$ cat src/sv/rtt_pkg.sv
// Shared types and constants of the repeating timer table.
`timescale 1ns / 1ps
package rtt_pkg;

    localparam int ID_W        = 4;
    localparam int IVL_W       = 32;
    localparam int NOW_W       = 48;
    localparam int DUE_W       = 49;
    localparam int QUEUE_DEPTH = 2;
    localparam int PTR_W       = (QUEUE_DEPTH > 1) ? $clog2(QUEUE_DEPTH) : 1;
    localparam int CNT_W       = $clog2(QUEUE_DEPTH + 1);

    typedef enum logic [1:0] {
        OP_SET  = 2'd0,
        OP_KILL = 2'd1,
        OP_TICK = 2'd2
    } t_op;

    typedef struct packed {
        t_op              op;
        logic [ID_W-1:0]  id;
        logic [IVL_W-1:0] interval;
        logic [NOW_W-1:0] now;
    } t_cmd;

endpackage

$ cat src/sv/repeating_timer_table.sv
// Top level of the repeating timer table.
//  channel | dir | handshake              | payload
//  s       | in  | i_s_tvalid/o_s_tready  | tuser: operation; tdata: id, interval, now
//  m       | out | o_m_tvalid/i_m_tready  | tdata: fired id; tlast: final id of a tick
// Set and kill are applied in the idle state as they are taken; a tick goes
// through start, scan and flush, scanning one entry per cycle over the entry
// store (one read and one write port) unless a held output stalls it. Reset is
// synchronous and clears all armed bits at once. Requests queue ahead of the engine while it scans.
`timescale 1ns / 1ps
module repeating_timer_table #(
    parameter int TIMER_COUNT = 16
) (
    input  logic        i_clk,
    input  logic        i_rst_n,
    input  logic        i_s_tvalid,
    output logic        o_s_tready,
    input  logic [87:0] i_s_tdata,   // [3:0] timer_id, [35:4] interval_ms, [83:36] now_ms
    input  logic [1:0]  i_s_tuser,   // [1:0] operation
    output logic        o_m_tvalid,
    input  logic        i_m_tready,
    output logic [7:0]  o_m_tdata,   // [3:0] fired_id
    output logic        o_m_tlast
);
    import rtt_pkg::*;

    logic            f_valid;
    logic            f_ready;
    t_cmd            f_cmd;
    logic            q_valid;
    logic            q_ready;
    t_cmd            q_cmd;
    logic [ID_W-1:0] fired_id;

    rtt_front #(.TIMER_COUNT(TIMER_COUNT)) u_front (
        .i_clk      (i_clk),
        .i_rst_n    (i_rst_n),
        .i_valid    (i_s_tvalid),
        .o_ready    (o_s_tready),
        .i_op       (i_s_tuser),
        .i_id       (i_s_tdata[3:0]),
        .i_interval (i_s_tdata[35:4]),
        .i_now      (i_s_tdata[83:36]),
        .o_valid    (f_valid),
        .i_ready    (f_ready),
        .o_cmd      (f_cmd)
    );

    rtt_queue u_queue (
        .i_clk   (i_clk),
        .i_rst_n (i_rst_n),
        .i_valid (f_valid),
        .o_ready (f_ready),
        .i_cmd   (f_cmd),
        .o_valid (q_valid),
        .i_ready (q_ready),
        .o_cmd   (q_cmd)
    );

    rtt_back #(.TIMER_COUNT(TIMER_COUNT)) u_back (
        .i_clk      (i_clk),
        .i_rst_n    (i_rst_n),
        .i_q_valid  (q_valid),
        .o_q_ready  (q_ready),
        .i_q_cmd    (q_cmd),
        .o_m_valid  (o_m_tvalid),
        .i_m_ready  (i_m_tready),
        .o_fired_id (fired_id),
        .o_last     (o_m_tlast)
    );

    assign o_m_tdata = {4'd0, fired_id};

endmodule

$ cat src/sv/rtt_front.sv
// Input stage: accept requests, drop ignored ones, register the command.
`timescale 1ns / 1ps
module rtt_front #(
    parameter int TIMER_COUNT = 16
) (
    input  logic                       i_clk,
    input  logic                       i_rst_n,
    input  logic                       i_valid,
    output logic                       o_ready,
    input  logic [1:0]                 i_op,
    input  logic [rtt_pkg::ID_W-1:0]   i_id,
    input  logic [rtt_pkg::IVL_W-1:0]  i_interval,
    input  logic [rtt_pkg::NOW_W-1:0]  i_now,
    output logic                       o_valid,
    input  logic                       i_ready,
    output rtt_pkg::t_cmd              o_cmd
);
    import rtt_pkg::*;

    logic r_valid;
    t_cmd r_cmd;
    logic id_ok;
    logic keep;

    assign id_ok   = 32'(i_id) < TIMER_COUNT;
    assign keep    = (i_op == OP_TICK) || ((i_op == OP_SET || i_op == OP_KILL) && id_ok);
    assign o_ready = !r_valid || i_ready;
    assign o_valid = r_valid;
    assign o_cmd   = r_cmd;

    always_ff @(posedge i_clk) begin
        if (!i_rst_n) begin
            r_valid <= 1'b0;
        end else if (o_ready) begin
            r_valid <= i_valid && keep;
        end
    end

    always_ff @(posedge i_clk) begin
        if (o_ready && i_valid) begin
            r_cmd.op       <= t_op'(i_op);
            r_cmd.id       <= i_id;
            r_cmd.interval <= i_interval;
            r_cmd.now      <= i_now;
        end
    end

endmodule

$ cat src/sv/rtt_queue.sv
// Short command queue between the input stage and the timer engine.
`timescale 1ns / 1ps
module rtt_queue (
    input  logic          i_clk,
    input  logic          i_rst_n,
    input  logic          i_valid,
    output logic          o_ready,
    input  rtt_pkg::t_cmd i_cmd,
    output logic          o_valid,
    input  logic          i_ready,
    output rtt_pkg::t_cmd o_cmd
);
    import rtt_pkg::*;

    t_cmd             r_slot [QUEUE_DEPTH];
    logic [PTR_W-1:0] r_wr_ptr;
    logic [PTR_W-1:0] r_rd_ptr;
    logic [CNT_W-1:0] r_count;
    logic             push;
    logic             pop;

    assign o_ready = r_count != CNT_W'(QUEUE_DEPTH);
    assign o_valid = r_count != '0;
    assign o_cmd   = r_slot[r_rd_ptr];
    assign push    = i_valid && o_ready;
    assign pop     = o_valid && i_ready;

    always_ff @(posedge i_clk) begin
        if (!i_rst_n) begin
            r_wr_ptr <= '0;
            r_rd_ptr <= '0;
            r_count  <= '0;
        end else begin
            if (push) begin
                r_wr_ptr <= r_wr_ptr + 1'b1;
            end
            if (pop) begin
                r_rd_ptr <= r_rd_ptr + 1'b1;
            end
            if (push && !pop) begin
                r_count <= r_count + 1'b1;
            end else if (pop && !push) begin
                r_count <= r_count - 1'b1;
            end
        end
    end

    always_ff @(posedge i_clk) begin
        if (push) begin
            r_slot[r_wr_ptr] <= i_cmd;
        end
    end

endmodule

$ cat src/sv/rtt_back.sv
// Timer engine: entry store, tick scan and fired id output register.
`timescale 1ns / 1ps
module rtt_back #(
    parameter int TIMER_COUNT = 16
) (
    input  logic                     i_clk,
    input  logic                     i_rst_n,
    input  logic                     i_q_valid,
    output logic                     o_q_ready,
    input  rtt_pkg::t_cmd            i_q_cmd,
    output logic                     o_m_valid,
    input  logic                     i_m_ready,
    output logic [rtt_pkg::ID_W-1:0] o_fired_id,
    output logic                     o_last
);
    import rtt_pkg::*;

    localparam int IW = (TIMER_COUNT > 1) ? $clog2(TIMER_COUNT) : 1;

    typedef enum logic [3:0] {
        S_IDLE  = 4'b0001,
        S_START = 4'b0010,
        S_SCAN  = 4'b0100,
        S_FLUSH = 4'b1000
    } t_state;

    t_state             r_state;
    logic [TIMER_COUNT-1:0] r_armed;
    logic [IW-1:0]      r_idx;
    logic [NOW_W-1:0]   r_now;
    logic               r_pend_valid;
    logic [IW-1:0]      r_pend_id;
    logic               r_out_valid;
    logic [ID_W-1:0]    r_out_id;
    logic               r_out_last;
    logic [IVL_W-1:0]   r_rd_ivl;
    logic [DUE_W-1:0]   r_rd_due;
    logic [IVL_W-1:0]   r_ivl_mem [TIMER_COUNT];
    logic [DUE_W-1:0]   r_due_mem [TIMER_COUNT];

    logic               take;
    logic               out_free;
    logic               fire;
    logic               stall;
    logic               advance;
    logic               last_idx;
    logic               set_we;
    logic               scan_we;
    logic [IW-1:0]      wr_addr;
    logic [DUE_W-1:0]   wr_due;
    logic               rd_en;
    logic [IW-1:0]      rd_addr;
    logic               out_load;
    logic [IW-1:0]      out_id;
    logic               out_last;

    assign o_q_ready = r_state == S_IDLE;
    assign take      = i_q_valid && (r_state == S_IDLE);
    assign out_free  = !r_out_valid || i_m_ready;
    assign fire      = (r_state == S_SCAN) && r_armed[r_idx]
                       && ({1'b0, r_now} >= r_rd_due);
    assign stall     = fire && r_pend_valid && !out_free;
    assign advance   = (r_state == S_SCAN) && !stall;
    assign last_idx  = r_idx == IW'(TIMER_COUNT - 1);

    assign set_we  = take && (i_q_cmd.op == OP_SET);
    assign scan_we = fire && !stall;
    assign wr_addr = set_we ? IW'(i_q_cmd.id) : r_idx;
    assign wr_due  = set_we ? ({1'b0, i_q_cmd.now} + {17'd0, i_q_cmd.interval})
                            : ({1'b0, r_now} + {17'd0, r_rd_ivl});

    assign rd_en   = (r_state == S_START) || (advance && !last_idx);
    assign rd_addr = (r_state == S_START) ? '0 : r_idx + 1'b1;

    always_comb begin
        out_load = 1'b0;
        out_id   = r_pend_id;
        out_last = 1'b0;
        if (scan_we && r_pend_valid) begin
            out_load = 1'b1;
        end else if ((r_state == S_FLUSH) && r_pend_valid && out_free) begin
            out_load = 1'b1;
            out_last = 1'b1;
        end
    end

    always_ff @(posedge i_clk) begin
        if (set_we || scan_we) begin
            r_due_mem[wr_addr] <= wr_due;
        end
        if (set_we) begin
            r_ivl_mem[wr_addr] <= i_q_cmd.interval;
        end
        if (rd_en) begin
            r_rd_ivl <= r_ivl_mem[rd_addr];
            r_rd_due <= r_due_mem[rd_addr];
        end
    end

    always_ff @(posedge i_clk) begin
        if (!i_rst_n) begin
            r_state      <= S_IDLE;
            r_armed      <= '0;
            r_idx        <= '0;
            r_pend_valid <= 1'b0;
        end else begin
            unique case (r_state)
                S_IDLE: begin
                    if (take) begin
                        unique case (i_q_cmd.op)
                            OP_SET:  r_armed[IW'(i_q_cmd.id)] <= 1'b1;
                            OP_KILL: r_armed[IW'(i_q_cmd.id)] <= 1'b0;
                            OP_TICK: r_state <= S_START;
                            default: r_state <= S_IDLE;
                        endcase
                    end
                end
                S_START: begin
                    r_idx   <= '0;
                    r_state <= S_SCAN;
                end
                S_SCAN: begin
                    if (advance) begin
                        if (fire) begin
                            r_pend_valid <= 1'b1;
                            r_pend_id    <= r_idx;
                        end
                        if (last_idx) begin
                            r_state <= S_FLUSH;
                        end else begin
                            r_idx <= r_idx + 1'b1;
                        end
                    end
                end
                S_FLUSH: begin
                    if (!r_pend_valid || out_free) begin
                        r_pend_valid <= 1'b0;
                        r_state      <= S_IDLE;
                    end
                end
                default: r_state <= S_IDLE;
            endcase
        end
    end

    always_ff @(posedge i_clk) begin
        if (take && (i_q_cmd.op == OP_TICK)) begin
            r_now <= i_q_cmd.now;
        end
    end

    always_ff @(posedge i_clk) begin
        if (!i_rst_n) begin
            r_out_valid <= 1'b0;
        end else if (out_load) begin
            r_out_valid <= 1'b1;
        end else if (i_m_ready) begin
            r_out_valid <= 1'b0;
        end
    end

    always_ff @(posedge i_clk) begin
        if (out_load) begin
            r_out_id   <= ID_W'(out_id);
            r_out_last <= out_last;
        end
    end

    assign o_m_valid  = r_out_valid;
    assign o_fired_id = r_out_id;
    assign o_last     = r_out_last;

`ifndef SYNTHESIS
    a_idle_no_pend: assert property (@(posedge i_clk) disable iff (!i_rst_n)
        (r_state == S_IDLE) |-> !r_pend_valid)
        else $error("pending fired id left over in idle");

    a_no_overwrite: assert property (@(posedge i_clk) disable iff (!i_rst_n)
        out_load |-> (!r_out_valid || i_m_ready))
        else $error("output register overwritten while held");

    a_flush_exit: assert property (@(posedge i_clk) disable iff (!i_rst_n)
        (r_state == S_FLUSH) |=> (r_state == S_FLUSH || r_state == S_IDLE))
        else $error("flush left to a scan state");
`endif

endmodule

$ cat config.mk
export PLATFORM = sky130hd
export DESIGN_NAME = repeating_timer_table
export DESIGN_NICKNAME = d
export VERILOG_FILES = /design/src/sv/rtt_pkg.sv /design/src/sv/repeating_timer_table.sv /design/src/sv/rtt_front.sv /design/src/sv/rtt_queue.sv /design/src/sv/rtt_back.sv
export SDC_FILE = /design/constraint.sdc
export NUM_CORES = 2
export LEC_CHECK = 0
export BUFFER_PORTS_ARGS = -buffer_cell sky130_fd_sc_hd__clkbuf_2
export CAP_MARGIN = 20
export CORE_ASPECT_RATIO = 0.7
export CORE_MARGIN = 2
export CORE_UTILIZATION = 55
export CTS_CLUSTER_DIAMETER = 50
export DETAILED_ROUTE_END_ITERATION = 8
export GPL_TIMING_DRIVEN = 1
export MAX_ROUTING_LAYER = met4
export PLACE_DENSITY = 0.71
export SYNTH_ARGS = -nofsm -noshare
export SYNTH_HDL_FRONTEND = slang
export SYNTH_SLANG_ARGS = --single-unit
$ cat constraint.sdc
create_clock -name i_clk -period 8.1 [get_ports i_clk]
set_input_delay 1.62 -clock i_clk [delete_from_list [all_inputs] [get_ports i_clk]]
set_output_delay 1.62 -clock i_clk [all_outputs]
set_load 0.03 [all_outputs]
[After elaboration in Yosys (flattened, before gate mapping)]
Memory sizes are Yosys's and may differ from the RTL's. A register that Yosys moved wholly into a read port is not among the register bits.
Cells that the tools add are included.
Storage, ports and cells
  register bits after elaboration: 174
  bits in writable memories: 1468
  output and inout bits: 11
  word-level logic and storage cells: 134
  memories: 3
Memory list
  u_back.r_due_mem: depth 16, width 49, read ports 1, clocked after Yosys merged registers in 1, wr ports 1, line rtt_back.sv:39  | logic [DUE_W-1:0] r_due_mem [TIMER_COUNT];
  u_back.r_ivl_mem: depth 16, width 32, read ports 1, clocked after Yosys merged registers in 1, wr ports 1, line rtt_back.sv:38  | logic [IVL_W-1:0] r_ivl_mem [TIMER_COUNT];
  u_queue.r_slot: depth 2, width 86, read ports 1, clocked after Yosys merged registers in 1, wr ports 1, line rtt_queue.sv:15  | t_cmd r_slot [QUEUE_DEPTH];
Cells by class
  $add $sub $neg: 7
  order comparisons: 4
  equality and inequality tests: 17
  muxes and demuxes: 35
  bitwise logic cells: 3
  reductions and logical operators: 48
Operator list (count)
  adder 48 x 32 -> 49 bit: 2
  >= comparator 48 x 49 -> 1 bit: 1
  2-to-1 mux 49 bit: 1
  2-to-1 mux 4 bit: 8
  case mux 16 bit (2 select lines): 1
  logical AND 1 bit: 19
  2-to-1 mux 1 bit: 17
  bitwise AND 16 bit: 1
  NOT 16 bit: 1
  OR 16 bit: 1
  case mux 4 bit (2 select lines): 2
  case mux 4 bit (4 select lines): 1
  nonzero test 2 bit: 6
  less-than comparator 4 x 5 -> 1 bit (second input constant): 2
  == test 4 bit (second input constant): 2
  zero test 1 bit: 8
  != test 2 x 1 -> 1 bit (second input constant): 4
  != test 2 bit (second input constant): 4
  AND reduction 4 bit: 2
  logical OR 1 bit: 7
  AND reduction 3 bit: 2
  AND reduction 5 bit: 1
  adder 4 x 1 -> 4 bit (second input constant): 1
  binary-select mux 1 bit (select 4 bit): 1
  other kinds (14): 19

[Logic depth before layout (Yosys ltp)]
  depth after elaboration: 11
  depth in mapped cells: 20
  depth with buffers taken out: 14

[Modules after synthesis]
A second synthesis with hierarchy kept.
Second synthesis, totals
  cell total of the unflattened synthesis: 4295
  area total of the unflattened synthesis: 71406.0 µm²
By module, submodules not included
  rtt_back: times used 1, cells each 3907, area an instance 62128.3 µm², sequential area each 43581.8 µm²
  rtt_queue: times used 1, cells each 292, area an instance 6607.6 µm², sequential area each 5265.0 µm²
  rtt_front: times used 1, cells each 91, area an instance 2636.3 µm², sequential area each 2602.5 µm²
  repeating_timer_table: times used 1, cells each 5, area an instance 33.8 µm², sequential area each 0.0 µm²

[Least setup slack after synthesis]
No wires, ideal clock.
  path type: register to register
  start: register u_back.r_now[10]
  end: register u_back.r_rd_due[0], read port of u_back.r_due_mem, enable pin
  setup time: 0.525 ns
  arrival time: 5.545 ns
  required time: 7.575 ns
  setup slack: 2.030 ns
  cell stages (with the launch flop): 11
  path buffers: 0
  clock period less this slack: 6.070 ns
  cells stage by stage: edfxtp_1 > ha_1 > a21o_1 > a21o_1 > a2111oi_0 > o21bai_1 > a221oi_1 > nor4_1 > o21bai_2 > nor2_1 > nor2_1
On the way
  word-level cells in the longest chain between the ends: 8
RTL lines
  start: declaration: line rtt_back.sv:30  | logic [NOW_W-1:0] r_now;
  start signal: assignment: line rtt_back.sv:148  | r_now <= i_q_cmd.now;
  >= comparator 48 x 49 -> 1 bit: line rtt_back.sv:61  | && ({1'b0, r_now} >= r_rd_due);
  logical AND 1 bit: line rtt_back.sv:61
  logical AND 1 bit (2 in a row): line rtt_back.sv:62  | assign stall = fire && r_pend_valid && !out_free;
  zero test 1 bit: line rtt_back.sv:63  | assign advance = (r_state == S_SCAN) && !stall;
  logical AND 1 bit: line rtt_back.sv:63
  logical AND 1 bit: line rtt_back.sv:72  | assign rd_en = (r_state == S_START) || (advance && !last_idx);
  logical OR 1 bit: line rtt_back.sv:72
  net u_back.rd_en: line rtt_back.sv:51  | logic rd_en;
  end: declaration: line rtt_back.sv:37  | logic [DUE_W-1:0] r_rd_due;
The timed path passes the listed nets, and every way through them passes these cells.
A chain may end at the register's enable or synchronous reset.

==> run metrics <==
crit share post-route=70.49%; Antenna Cells=0; most common cell after layout, fill and taps aside=edfxtp_1; Non-Filler Instances=~6300; uppermost layer routed=met4; Tot Pwr=roughly 22 mW; Mapped Area=between 70000 and 80000 um^2; post-cts sizing count=0; CP delay by family, top=compound AO/OA/AOI/OAI gates; Startpoint Class=flop; clock root cell=clkbuf_16; Vias/cell=between 6 and 7; final setup TNS=0 ns; die area=approximately 130000 um^2; ys async rst share=0%; Setup CP Type=flop to flop; Max H-tree Level=4; sequential cell area=between 50000 and 60000 um^2; DP Wirelength=a little under 100000 um; initial DRC count=5606; crit-path max cell delay=0.85 ns; final WL=173400 um; normalized max-slew margin=~17%; DR WL/cell=around 27 um; core area=128400 um^2; Mapped Avg Cell Area=16.39 um^2; Sink Count=1724; Hold Path Class=flop to flop; PwrDens=between 200 and 300 nW/um^2; Initial Utilization=around 55%; clock tree buffer depth=3; Die W=433.6 um; Rows=between 100 and 150; Final Skew=roughly 0.036 ns; critical-path cell list=mux2i_1 -> inv_1 -> ha_1 -> a211oi_1 -> o21ai_0 -> a31oi_1 -> a2bb2oi_1 -> nor2_1 -> nor3_1 -> nor3_2 -> nand3_1 -> xnor2_1 -> a21oi_1; EDFF count, synth=1692; Slowest-stage cell, CP=a21oi_1; first-pass detailed-route iteration total=6; # fillers=9073; Die H=approximately 300 um; Placer Congestion=roughly 0.94; Synth Warn #=0; RSZ-0062 raised after global routing=no; placed cells=6036; sequential fraction of the synthesis area=72.40%; first-pass GRT wire length=about 250000 um; vias in the first global route=around 37000; Setup Fix Bufs, Post-CTS=0; hold wc startpoint=u_back.out_id[3]; # DRC=0; # nets final=roughly 4700; WL met3=16550 um; final setup fails=0; CTS tree=yes; outcome=finished, final reports clean; CP max FO=32; top_reg_cell synth=edfxtp_1; Routed met2 length=between 70000 and 80000 um; Slew Viols, Final=0; Max-cap violations=0; Tmin final=about 5.7 ns; worst vdd ir=between 0.2 and 0.25 mV; Leakage=~26 nW; global route overflow=0; number of antenna violations at the first check in global routing=0; largest net degree at the start of global routing=174; crit path buf inv count=1; Post-CTS Hold Buffers=0; critical path endpoint category=flop; total CTS buffers=around 160; area of the multi-input gates=about 19000 um^2; total track usage=27.17%; Via Count=39740; Clock transition at path regs=roughly 0.07 ns; met1 wire length=roughly 77000 um; most frequent cells in the layout=edfxtp_1 (1692), nand2_1 (455), mux4_2 (230), a211oi_1 (180), a31oi_1 (173); arrival time at the worst endpoint=between 6 and 7 ns; Fmax achieved=approximately 0.18 GHz; Final Hold Vio Count=0; Cell variety after synth=between 80 and 90; ANT nets after route=0; Post-Synthesis Cells=around 4300; Area Growth Syn to Fin=11.18%; count of input and output buffers=96; I/O pins=~110; clk_lat worst skew=about 0.83 ns; synthesized flop and latch total=1724; share of cells above drive strength 1=20.50%; Req. time, crit path=approximately 8.6 ns; worst slew pin tran=roughly 1.2 ns
-- flip-flops by register name, summed over array words and instances (netlist names), named ones only --
register,cells
u_back.r_idx,4
u_queue.r_count,2
u_back.r_state,4
u_queue.r_slot,172
u_front.o_valid,1
u_back.r_rd_due,49
u_back.r_rd_ivl,32
u_front.o_cmd,86
u_back.r_pend_valid,1
u_back.out_id,4
u_back.o_m_valid,1
u_back.o_last,1
u_queue.r_wr_ptr,1
u_queue.r_rd_ptr,1
u_back.r_ivl_mem,512
u_back.r_due_mem,784
u_back.o_fired_id,4
u_back.r_now,48
-- cells in the mapped netlist, types with 19 or more instances --
| cell type | n | share of area, % |
|---|---|---|
| edfxtp_1 | 1692 | 71 |
| nand2_1 | 456 | 2.4 |
| mux4_2 | 230 | 7.3 |
| clkbuf_1 | 186 | 0.98 |
| a211oi_1 | 180 | 1.9 |
| a31oi_1 | 175 | 1.5 |
| and2_1 | 159 | 1.4 |
| or2_2 | 154 | 1.4 |
| nor2_1 | 131 | 0.69 |
| a21oi_1 | 117 | 0.82 |
| ha_1 | 114 | 2.0 |
| inv_1 | 85 | 0.45 |
| mux2_2 | 71 | 1.1 |
| o21ai_0 | 68 | 0.48 |
| xnor2_1 | 51 | 0.63 |
| a21o_1 | 37 | 0.39 |
| xor2_1 | 36 | 0.44 |
| mux2i_1 | 35 | 0.49 |
| dfxtp_1 | 32 | 0.90 |
| nand3_1 | 26 | 0.18 |
| nand2b_1 | 24 | 0.21 |
| buf_1 | 22 | 0.12 |
| nand4_1 | 20 | 0.18 |
| nor2b_1 | 19 | 0.17 |
-- final timing paths --
check,end,slack [ns],cells after the start
setup reg to reg,u_back.r_due_mem[9][39],2.39,13
hold / removal,u_back.o_fired_id[3],0.43,0
setup / recovery,u_back.r_due_mem[9][39],2.39,13
hold reg to reg,u_back.o_fired_id[3],0.43,0
-- worst register-to-register path, delay by kind of cell, from the launching register on --
family / cells / cell delay, ns
adders and majority gates: 1 / 0.41
AOI/OAI and AO/OA: 5 / 2.09
buffers and inverters: 1 / 0.32
and+or+nand+nor: 4 / 1.24
muxes: 1 / 0.41
DFF: 1 / 0.68
xor gates and xnor gates: 1 / 0.19
-- through the flow --
| stage | hold slack [ns] | area (um^2) | util [%] | setup slack (ns) |
|---|---|---|---|---|
| 2_1_floorplan | 0.4003 | 71070 | - | 2.030 |
| 3_3_place_gp | 0.4033 | 73980 | 57.61 | 2.513 |
| 3_5_place_dp | 0.4126 | 73990 | 57.62 | 2.364 |
| 4_1_cts | 0.4283 | 78900 | 61.44 | 2.342 |
| 5_1_grt | 0.4425 | 79000 | 61.52 | 2.079 |
| 6_report | 0.4260 | 79000 | 61.52 | 2.390 |
-- logic make-up after synthesis --
family / count (synthesis) / synth area share [%]
compound gates: 694 / 6.513
xor+xnor: 87 / 1.072
other cells: 1 / 0.005277
simple gates: 1059 / 7.302
mux: 336 / 8.907
flops: 1724 / 72.40
fa+ha+maj: 116 / 2.064
buf+inv: 318 / 1.738
-- final cells by class --
class	instances	area share, %
Sequential cell	1724	65.13
Timing Repair Buffer	207	1.794
Tap cell	1736	2.749
Multi-Input combinational cell	2296	23.70
Clock buffer	200	5.250
Clock inverter	86	0.9566
Inverter	87	0.4133
-- where the power goes --
group | switching [mW] | internal [mW] | leakage (nW)
Clock | 3.32 | 3.84 | 2.39
Sequential | 0.154 | 10.8 | 15.6
Combinational | 2.37 | 1.07 | 7.81
Total | 5.84 | 15.7 | 25.8
-- layer usage --
metal | track usage (%) | vias to the layer above
met5 | - | -
met4 | 6.790 | 0
li1 | - | 17150
met2 | 38.16 | 2049
met1 | 42.08 | 20310
met3 | 3.972 | 235
Note: power is estimated with default switching activity, not from simulation.
